--- src/rtl/core/emt_pkg.sv ---
// Shared widths, codes and command types for the encoder multi-turn position tracker.
`timescale 1ns / 1ps

package emt_pkg;

  localparam int RESP_W    = 16;
  localparam int ANG_W     = 12;
  localparam int TURN_W    = 24;
  localparam int MULTI_W   = TURN_W + ANG_W;
  localparam int POS_W     = 48;
  localparam int OFFS_W    = 41;
  localparam int MSTEP_W   = 9;
  localparam int STEPS_W   = 11;
  localparam int CFG_IDX_W = 2;
  localparam int CFG_W     = OFFS_W;
  localparam int STAT_W    = 2;

  localparam int COUNTS_PER_REV = 1 << ANG_W;
  localparam int HALF_REV       = COUNTS_PER_REV / 2;

  localparam int K_W     = MSTEP_W + STEPS_W;
  localparam int HALF_W  = MULTI_W / 2;
  localparam int PROD_W  = HALF_W + K_W;
  localparam int ACC_W   = MULTI_W + K_W;
  localparam int QUOT_W  = ACC_W - ANG_W;

  localparam logic [STAT_W-1:0] STATUS_OK     = 2'd0;
  localparam logic [STAT_W-1:0] STATUS_ERRFLG = 2'd1;
  localparam logic [STAT_W-1:0] STATUS_PARITY = 2'd2;

  localparam logic [CFG_IDX_W-1:0] CFG_MICROSTEPS = 2'd0;
  localparam logic [CFG_IDX_W-1:0] CFG_MOTOR_STEPS = 2'd1;
  localparam logic [CFG_IDX_W-1:0] CFG_OFFSET     = 2'd2;

  localparam logic [MSTEP_W-1:0] MSTEP_RST = 9'd8;
  localparam logic [STEPS_W-1:0] STEPS_RST = 11'd200;

  typedef struct packed {
    logic accept;
    logic load_mag;
    logic mul_lo;
    logic mul_hi;
    logic load_out;
  } emt_cmd_t;

endpackage

--- src/rtl/core/emt_ctrl.sv ---
// Sequencer for the tracker: input handshake, multiply steps and output register valid.
`timescale 1ns / 1ps

module emt_ctrl (
  input  logic              clk_i,
  input  logic              rst_ni,
  input  logic              in_valid_i,
  output logic              in_stall_o,
  output logic              out_valid_o,
  input  logic              out_stall_i,
  output emt_pkg::emt_cmd_t cmd_o
);
  import emt_pkg::*;

  typedef enum logic [2:0] {
    S_IDLE,
    S_MAG,
    S_MUL_LO,
    S_MUL_HI,
    S_FIN
  } state_e;

  state_e state_q, state_d;
  logic   out_valid_q, out_valid_d;
  logic   out_free;

  assign out_free   = !out_valid_q || !out_stall_i;
  assign in_stall_o = (state_q != S_IDLE);

  always_comb begin
    cmd_o          = '0;
    cmd_o.accept   = (state_q == S_IDLE) && in_valid_i;
    cmd_o.load_mag = (state_q == S_MAG);
    cmd_o.mul_lo   = (state_q == S_MUL_LO);
    cmd_o.mul_hi   = (state_q == S_MUL_HI);
    cmd_o.load_out = (state_q == S_FIN) && out_free;
  end

  always_comb begin
    state_d = state_q;
    case (state_q)
      S_IDLE:   if (in_valid_i) state_d = S_MAG;
      S_MAG:    state_d = S_MUL_LO;
      S_MUL_LO: state_d = S_MUL_HI;
      S_MUL_HI: state_d = S_FIN;
      S_FIN:    if (out_free) state_d = S_IDLE;
      default:  state_d = S_IDLE;
    endcase
  end

  always_comb begin
    out_valid_d = out_valid_q;
    if (cmd_o.load_out) begin
      out_valid_d = 1'b1;
    end else if (out_valid_q && !out_stall_i) begin
      out_valid_d = 1'b0;
    end
  end

  always_ff @(posedge clk_i or negedge rst_ni) begin
    if (!rst_ni) begin
      state_q     <= S_IDLE;
      out_valid_q <= 1'b0;
    end else begin
      state_q     <= state_d;
      out_valid_q <= out_valid_d;
    end
  end

  assign out_valid_o = out_valid_q;

`ifndef ASSERT_OFF
  a_accept_starts: assert property (@(posedge clk_i) disable iff (!rst_ni)
    (in_valid_i && !in_stall_o) |=> (state_q == S_MAG))
    else $error("accepted item did not start the sequence");
  a_valid_after_fin: assert property (@(posedge clk_i) disable iff (!rst_ni)
    $rose(out_valid_q) |-> $past(state_q == S_FIN))
    else $error("result valid without a finished item");
  a_no_overwrite: assert property (@(posedge clk_i) disable iff (!rst_ni)
    ((state_q == S_FIN) && out_valid_q && out_stall_i) |=> (state_q == S_FIN))
    else $error("finished item left while output was stalled");
`endif

endmodule

--- src/rtl/core/emt_dp.sv ---
// Datapath: reply check, turn tracking, scaling multiply and result registers.
`timescale 1ns / 1ps

module emt_dp (
  input  logic                                clk_i,
  input  logic                                rst_ni,
  input  emt_pkg::emt_cmd_t                   cmd_i,
  input  logic [emt_pkg::RESP_W-1:0]          response_word_i,
  input  logic                                cfg_we_i,
  input  logic [emt_pkg::CFG_IDX_W-1:0]       cfg_idx_i,
  input  logic [emt_pkg::CFG_W-1:0]           cfg_wdata_i,
  output logic [emt_pkg::STAT_W-1:0]          status_o,
  output logic [emt_pkg::ANG_W-1:0]           angle_count_o,
  output logic signed [emt_pkg::MULTI_W-1:0]  multi_turn_count_o,
  output logic signed [emt_pkg::POS_W-1:0]    motor_position_o
);
  import emt_pkg::*;

  logic [MSTEP_W-1:0] mstep_q;
  logic [STEPS_W-1:0] steps_q;
  logic [OFFS_W-1:0]  offs_q;

  logic [ANG_W-1:0]   last_q, last_d;
  logic [TURN_W-1:0]  turn_q, turn_d;
  logic [STAT_W-1:0]  stat_q, stat_d;

  logic [ANG_W-1:0]   angle;
  logic               par_bad;
  logic [ANG_W:0]     ang_x, last_x;

  logic [MULTI_W-1:0] multi;
  logic [MULTI_W-1:0] mag_q;
  logic               neg_q;
  logic [K_W-1:0]     k_q;
  logic [HALF_W-1:0]  mul_a;
  logic [PROD_W-1:0]  prod;
  logic [ACC_W-1:0]   acc_q, acc_d;
  logic [QUOT_W-1:0]  quot;
  logic [POS_W-1:0]   scaled, offs_x, pos;

  logic [STAT_W-1:0]  stat_out_q;
  logic [ANG_W-1:0]   ang_out_q;
  logic [MULTI_W-1:0] multi_out_q;
  logic [POS_W-1:0]   pos_out_q;

  always_ff @(posedge clk_i or negedge rst_ni) begin
    if (!rst_ni) begin
      mstep_q <= MSTEP_RST;
      steps_q <= STEPS_RST;
      offs_q  <= '0;
    end else if (cfg_we_i) begin
      case (cfg_idx_i)
        CFG_MICROSTEPS:  mstep_q <= cfg_wdata_i[MSTEP_W-1:0];
        CFG_MOTOR_STEPS: steps_q <= cfg_wdata_i[STEPS_W-1:0];
        CFG_OFFSET:      offs_q  <= cfg_wdata_i[OFFS_W-1:0];
        default: ;
      endcase
    end
  end

  // drop the low three angle bits, then double
  assign angle   = {response_word_i[13:3], 1'b0};
  assign par_bad = response_word_i[15] != (^response_word_i[14:0]);
  assign ang_x   = {1'b0, angle};
  assign last_x  = {1'b0, last_q};

  always_comb begin
    last_d = last_q;
    turn_d = turn_q;
    stat_d = stat_q;
    if (cmd_i.accept) begin
      if (response_word_i[14]) begin
        stat_d = STATUS_ERRFLG;
      end else if (par_bad) begin
        stat_d = STATUS_PARITY;
      end else begin
        stat_d = STATUS_OK;
        last_d = angle;
        if (ang_x + (ANG_W+1)'(HALF_REV) < last_x) begin
          turn_d = turn_q + TURN_W'(1);
        end else if (ang_x > last_x + (ANG_W+1)'(HALF_REV)) begin
          turn_d = turn_q - TURN_W'(1);
        end
      end
    end
  end

  always_ff @(posedge clk_i or negedge rst_ni) begin
    if (!rst_ni) begin
      last_q <= '0;
      turn_q <= '0;
      stat_q <= STATUS_OK;
    end else begin
      last_q <= last_d;
      turn_q <= turn_d;
      stat_q <= stat_d;
    end
  end

  assign multi = {turn_q, last_q};

  // shared multiplier: low half of magnitude first, then high half
  assign mul_a = cmd_i.mul_hi ? mag_q[MULTI_W-1:HALF_W] : mag_q[HALF_W-1:0];
  assign prod  = PROD_W'(mul_a) * PROD_W'(k_q);

  always_comb begin
    acc_d = acc_q;
    if (cmd_i.mul_lo) begin
      acc_d = ACC_W'(prod);
    end else if (cmd_i.mul_hi) begin
      acc_d = acc_q + (ACC_W'(prod) << HALF_W);
    end
  end

  always_ff @(posedge clk_i) begin
    if (cmd_i.load_mag) begin
      neg_q <= multi[MULTI_W-1];
      mag_q <= multi[MULTI_W-1] ? (~multi + MULTI_W'(1)) : multi;
      k_q   <= K_W'(mstep_q) * K_W'(steps_q);
    end
    acc_q <= acc_d;
  end

  assign quot   = acc_q[ACC_W-1:ANG_W];
  assign scaled = neg_q ? (~POS_W'(quot) + POS_W'(1)) : POS_W'(quot);
  assign offs_x = POS_W'($signed(offs_q));
  assign pos    = scaled - offs_x;

  always_ff @(posedge clk_i) begin
    if (cmd_i.load_out) begin
      stat_out_q  <= stat_q;
      ang_out_q   <= last_q;
      multi_out_q <= multi;
      pos_out_q   <= pos;
    end
  end

  assign status_o           = stat_out_q;
  assign angle_count_o      = ang_out_q;
  assign multi_turn_count_o = $signed(multi_out_q);
  assign motor_position_o   = $signed(pos_out_q);

`ifndef ASSERT_OFF
  a_state_on_accept: assert property (@(posedge clk_i) disable iff (!rst_ni)
    !cmd_i.accept |=> ($stable(turn_q) && $stable(last_q)))
    else $error("turn state changed without an item");
  a_hold_on_reject: assert property (@(posedge clk_i) disable iff (!rst_ni)
    (cmd_i.accept && response_word_i[14]) |=> ($stable(turn_q) && $stable(last_q)))
    else $error("turn state changed on a flagged reply");
  a_hold_on_parity: assert property (@(posedge clk_i) disable iff (!rst_ni)
    (cmd_i.accept && !response_word_i[14] && par_bad)
      |=> ($stable(turn_q) && $stable(last_q)))
    else $error("turn state changed on a parity mismatch");
`endif

endmodule

--- src/rtl/core/encoder_multiturn_position_tracker.sv ---
// Top level of the encoder multi-turn position tracker.
//
//  channel  | handshake               | payload
//  ---------+-------------------------+-----------------------------------------------
//  input    | in_valid_i / in_stall_o | response_word_i
//  output   | out_valid_o/out_stall_i | status_o, angle_count_o, multi_turn_count_o,
//           |                         | motor_position_o
//  config   | cfg_we_i                | cfg_idx_i, cfg_wdata_i
//
// An item steps through accept, magnitude and gain, two multiply passes, result load.
// The 36x20 scaling multiply runs as two 18-bit passes through one multiplier.
// The next item is accepted the cycle after the result loads into the output register.
// A stalled output holds the finished item in the last step until the register frees.
// Reset clears the turn count and last angle and loads the register defaults.
`timescale 1ns / 1ps

module encoder_multiturn_position_tracker (
  input  logic                                clk_i,
  input  logic                                rst_ni,
  input  logic                                in_valid_i,
  output logic                                in_stall_o,
  input  logic [emt_pkg::RESP_W-1:0]          response_word_i,
  output logic                                out_valid_o,
  input  logic                                out_stall_i,
  output logic [emt_pkg::STAT_W-1:0]          status_o,
  output logic [emt_pkg::ANG_W-1:0]           angle_count_o,
  output logic signed [emt_pkg::MULTI_W-1:0]  multi_turn_count_o,
  output logic signed [emt_pkg::POS_W-1:0]    motor_position_o,
  input  logic                                cfg_we_i,
  input  logic [emt_pkg::CFG_IDX_W-1:0]       cfg_idx_i,
  input  logic [emt_pkg::CFG_W-1:0]           cfg_wdata_i
);
  import emt_pkg::*;

  emt_cmd_t cmd;

  emt_ctrl u_ctrl (
    .clk_i       (clk_i),
    .rst_ni      (rst_ni),
    .in_valid_i  (in_valid_i),
    .in_stall_o  (in_stall_o),
    .out_valid_o (out_valid_o),
    .out_stall_i (out_stall_i),
    .cmd_o       (cmd)
  );

  emt_dp u_dp (
    .clk_i              (clk_i),
    .rst_ni             (rst_ni),
    .cmd_i              (cmd),
    .response_word_i    (response_word_i),
    .cfg_we_i           (cfg_we_i),
    .cfg_idx_i          (cfg_idx_i),
    .cfg_wdata_i        (cfg_wdata_i),
    .status_o           (status_o),
    .angle_count_o      (angle_count_o),
    .multi_turn_count_o (multi_turn_count_o),
    .motor_position_o   (motor_position_o)
  );

endmodule

--- config.mk ---
export PLATFORM = sky130hd
export DESIGN_NAME = encoder_multiturn_position_tracker
export DESIGN_NICKNAME = d
export VERILOG_FILES = /design/src/rtl/core/emt_pkg.sv /design/src/rtl/core/emt_ctrl.sv /design/src/rtl/core/emt_dp.sv /design/src/rtl/core/encoder_multiturn_position_tracker.sv
export SDC_FILE = /design/constraint.sdc
export NUM_CORES = 2
export LEC_CHECK = 0
export ABC_CLOCK_PERIOD_IN_PS = 15600
export BUFFER_PORTS_ARGS = -buffer_cell sky130_fd_sc_hd__clkbuf_2
export CORE_MARGIN = 2
export CORE_UTILIZATION = 60
export CTS_BUF_LIST = sky130_fd_sc_hd__clkbuf_4
export CTS_CLUSTER_DIAMETER = 200
export DETAILED_ROUTE_END_ITERATION = 7
export PLACE_DENSITY = 0.78
export SETUP_SLACK_MARGIN = 0.4
export SLEW_MARGIN = 20
export SYNTH_ARGS = -nofsm -noshare
export SYNTH_HDL_FRONTEND = slang
export SYNTH_SLANG_ARGS = --single-unit
--- constraint.sdc ---
create_clock -name clk_i -period 15.6 [get_ports clk_i]
set_clock_uncertainty 0.2 [all_clocks]
set_input_delay 1.56 -clock clk_i [delete_from_list [all_inputs] [get_ports clk_i]]
set_output_delay 1.56 -clock clk_i [all_outputs]
set_load 0.01 [all_outputs]
Yosys cells after proc, flatten, opt, wreduce, memory -nomap -nowiden
Index checks and enable logic that the tools add are counted.
{ "totals": {"register_bits": 311, "input_bits": 64, "output_inout_bits": 100, "elab_cells": 77} }
{ "classes": {"add_sub_neg": 8, "n_mul": 2, "order_cmp": 2, "n_eq_ne": 9, "muxes": 14, "bitwise_logic": 4, "reduce_logical": 19} }
{ "ops": {"columns": ["operator", "n"], "rows": [
  ["$mux W38", 2],
  ["$add A56 B56 Y56", 1],
  ["$add A48 B1 Y48 const B", 1],
  ["$mux W24", 2],
  ["$mux W48", 1],
  ["$not A44 Y48", 1],
  ["$sub A48 B48 Y48", 1],
  ["$mul A18 B20 Y38", 1],
  ["$add A36 B1 Y36 const B", 1],
  ["$not A36 Y36", 1],
  ["$mux W35", 1],
  ["$add A12 B12 Y13 const B", 2],
  ["$add A24 B1 Y24 const B", 1],
  ["$sub A24 B1 Y24 const B", 1],
  ["$mul A9 B11 Y20", 1],
  ["$mux W18", 1],
  ["$pmux W3 S5", 1],
  ["$reduce_xor A15 Y1", 1],
  ["$gt A12 B13 Y1", 1],
  ["$lt A13 B12 Y1", 1],
  ["$reduce_and A2 Y1", 4],
  ["$eq A3 B2 Y1 const B", 2],
  ["$mux W3", 2],
  ["$reduce_bool A2 Y1", 3],
  ["18 further kinds", 24]
]} }

Depth between registers and ports, before layout
{ "logic_depth": {"ltp_word": 6, "ltp_mapped": 41, "depth_no_buf": 38} }

Cells and area by module
Synthesis repeated with hierarchy kept, for this count alone.
{ "hier_totals": {"hier_cells": 3374, "hier_area_um2": 32008.2} }
{ "modules_own_cells": {"columns": ["module", "instances", "cells_each", "area_each_um2", "seq_area_each_um2"], "rows": [
  ["emt_dp", 1, 3354, 31813.0, 7832.5],
  ["emt_ctrl", 1, 20, 195.2, 100.1]
]} }

Least setup slack after synthesis
OpenSTA, ideal clock, no wires.
{ "synth_path": {"kind": "flip-flop to flip-flop", "from": "register u_ctrl.state_q[2]", "to": "register u_dp.acc_q[55]", "setup_time_ps": 117, "arrival_time_ps": 9253, "t_required_ps": 15283, "setup_slack_ps": 6030, "path_stages_with_launch": 39, "path_buffers": 5, "period_less_slack_ps": 9570, "path_cell_list": "dfrtp_1 -> nand2b_1 -> clkbuf_1 -> inv_1 -> nand2_1 -> clkbuf_1 -> nand2_1 -> nand2_1 -> clkbuf_1 -> and2_1 -> fa_1 -> inv_1 -> fa_1 -> fa_1 -> inv_1 -> fa_1 -> fa_1 -> inv_1 -> (+3 left out) -> clkbuf_1 -> and4_1 -> and4_1 -> or4b_1 -> and3_1 -> o21ai_0 -> a41oi_1 -> xnor2_1 -> ha_1 -> clkbuf_1 -> nand4_1 -> nor3_1 -> o2111ai_1 -> nand3_1 -> o211ai_1 -> xnor2_1 -> o21ai_0 -> a22o_1"} }
{ "synth_between": {"elab_chain_len": 4, "word_cells_on_any_way": 5, "cone_classes": "1 x add/sub; 1 x mul; 2 x eq/ne; 1 x mux"} }
{ "synth_lines": {"columns": ["element", "line", "rtl"], "rows": [
  ["start, declared", "emt_ctrl.sv:23", "state_e state_q, state_d;"],
  ["start signal, assigned", "emt_ctrl.sv:65", "state_q <= state_d;"],
  ["$eq A3 B2 Y1", "emt_ctrl.sv:35", "cmd_o.mul_hi = (state_q == S_MUL_HI);"],
  ["$mux W18", "emt_dp.sv:103", "assign mul_a = cmd_i.mul_hi ? mag_q[MULTI_W-1:HALF_W] : mag_q[HALF_W-1:0];"],
  ["$mul A18 B20 Y38", "emt_dp.sv:104", "assign prod = PROD_W'(mul_a) * PROD_W'(k_q);"],
  ["$add A56 B56 Y56", "emt_dp.sv:111", "acc_d = acc_q + (ACC_W'(prod) << HALF_W);"],
  ["end signal, assigned", "emt_dp.sv:121", "acc_q <= acc_d;"],
  ["end, declared", "emt_dp.sv:37", "logic [ACC_W-1:0] acc_q, acc_d;"]
]} }
Several ways; a longest one is shown, not always the timed one.
A chain may end at the register's enable or synchronous reset.

Worst setup path after layout
{ "layout_path": {"from": "register u_ctrl.state_q[2]", "to": "register u_dp.acc_q[50]"} }
Same word-level chain as after synthesis.

==> impl_metrics.ini <==
[critical_path]
path_class = reg2reg
critPathSlowestCell = inv_1
cpMostUsedCell = fa_1
cp.required_ps = 16120
critPathMaxFanout = 36
critPathTopFamily = adder cells
cp-end-kind = flop
critPathMaxStageDelay_ps = 740
worstPathArrival_ps = 11430
crit_buf_inv = 7
critPathLaunchType = flop

[final_layout]
finalNetCount = 4318
layout_common_cells = 539 x inv_1, 516 x nand2_1, 355 x fa_1
area_delta_synth_final_pct = 6.74
post-route-util = 0.648
layout-drive-gt1-share = 0.114
design_area_um2 = 34900
mostFrequentLayoutCell = inv_1

[synthesis]
synth-main-ff-cell = edfxtp_1
ys_seq_area_frac = 0.243
synthArstFlopShare = 0.355
syn_area_um2 = 32700
ys_ff_latch = 287
synthCells = 3526
synth_cell_types = 83
synth_top_cell_by_area = fa_1
ys.warnings.count = 0
yosysTopAreaCellShare = 0.217
synth_edf_count = 167
avgSynthCellArea_um2 = 9.27
netlist_top_cells_area = fa_1 22%, edfxtp_1 15%, ha_1 10%

[detailed_routing]
dr_total_vias = 25341
routedWlPerCell_um = 18.2
vias_per_cell = 5.77
drc_errors = 0
firstDrtPassIters = 6
dr.first_iter.drc_count = 1544
wirelength_mm = 79.8
ant_nets = 0

[placement]
dpl_cell_area_um2 = 33900
dpl.hpwl_mm = 63.2
place.gp.congestion = 0.935
io_buffers = 161
place_ws_ps = 4720

[sta]
drv_slew = 0
rsz0062_at_grt = no
max_slew.worst_pin.slew_ps = 1070
clock.fmax_mhz = 91.6
tns_ps = 0
layout_min_cycle_time_ps = 10920
final-setup-viol-count = 0
relSlewSlack = 0.269
timing.final.crit_share = 0.700
fin_ws_ps = 4680
hold_viol_final = 0

[global_route]
grt_pass1_wl_mm = 130
antenna_found_initial = 2
gr-total-overflow = 0
grtUsageTotal = 0.290
grt_max_degree = 82
first_global_vias = 25625

[floorplanning]
design.core.area_um2 = 53800
die_w_um = 237
dieArea_um2 = 56400
rows = 85
start_util = 0.607
ioPinCount = 164
die_y_um = 237

[clock_tree]
clk_pin_slew_ps = 70
cts_setup_buffers = 0
cts_made_buffers = 79
cts-root-buf = clkbuf_4
clk-insertion-delay-late_ps = 850
cts_hold_buf = 0
clock-sinks = 287
htreeDepth = 3
cts_buffer_depth = 3
cts_tree = built
post_cts_resized = 0

[run]
max_cap_violations = 0

[status]
status = finished clean

[hold_path]
hold_class = reg2reg
layer usage:
layer | routed length, um | track usage | share of wire
met1 | 33200 | 0.376 | 0.42
met2 | 37800 | 0.477 | 0.47
met3 | 6170 | 0.0723 | 0.077
met4 | 2660 | 0.101 | 0.033
met5 | 0 | 0 | 0
Yosys cell counts (17+ instances only):
cell        n
nand4_1    27
dfxtp_1    18
edfxtp_1  167
ha_1      271
o31ai_1    38
inv_1     539
o21ai_0   133
nand2_1   516
nor2b_1    18
nand2b_1   23
dfrtp_1    98
a21o_1     84
mux2_2     82
and3_1     18
nand3_1    35
fa_1      355
xnor2_1   174
or3_1      17
o21bai_1   18
and2_1    186
clkbuf_1  130
a21oi_1   144
xor2_1     51
o21a_1     21
nor2_1     95
a211oi_1   29
nor3_1     31
final cells by class:
cell class | instances | area [um^2]
Fill cell | 4460 | 18900
Multi-Input combinational cell | 2545 | 22100
Inverter | 539 | 2020
Clock inverter | 28 | 149
Tap cell | 696 | 871
Clock buffer | 116 | 871
Sequential cell | 287 | 7930
Timing Repair Buffer | 176 | 921
Antenna cell | 2 | 5.00
metrics by stage:
step	cells	hold slack (ps)
after floorplan	3527	219
after global placement	4243	234
after detailed placement	4243	249
after CTS	4387	265
after global routing	4389	282
final	4389	272
state kept, by name, summed over array words and instances (netlist names):
register,flops
u_ctrl.state_q,3
u_dp.multi_turn_count_o,35
u_dp.acc_q,44
u_dp.motor_position_o,48
u_dp.stat_q,2
u_dp.mag_q,35
u_dp.status_o,2
u_dp.offs_q,41
u_dp.last_q,11
u_dp.k_q,20
u_ctrl.out_valid_o,1
u_dp.turn_q,24
u_dp.mstep_q,9
u_dp.steps_q,11
u_dp.neg_q,1
worst paths after layout:
check	end	start	slack, ps	cells past startpoint
max	u_dp.acc_q[50]	u_ctrl.state_q[2]	4680	35
min	u_dp.status_o[1]	u_dp.stat_q[1]	270	0
max reg2reg	u_dp.acc_q[50]	u_ctrl.state_q[2]	4680	35
min reg2reg	u_dp.status_o[1]	u_dp.stat_q[1]	270	0
max in group asynchronous	u_dp.offs_q[15]	rst_ni	13430	2
min in group asynchronous	u_dp.turn_q[8]	rst_ni	510	1
kinds of logic (layout without fill, tap and decap cells):
group | Yosys count | after routing | share of synthesized area
multiplexers | 84 | 84 | 0.0289
XOR/XNOR | 226 | 226 | 0.0608
adder cells (fa/ha/maj) | 626 | 626 | 0.321
flip-flops | 287 | 287 | 0.243
AO/OA/AOI/OAI | 570 | 570 | 0.112
other | 1 | 4 | 0.000115
AND/OR/NAND/NOR | 1037 | 1037 | 0.153
buffers and inverters | 695 | 859 | 0.0813
Power is not shown: default switching activity piles up to over one toggle a cycle in this logic, so the estimate is an artifact.
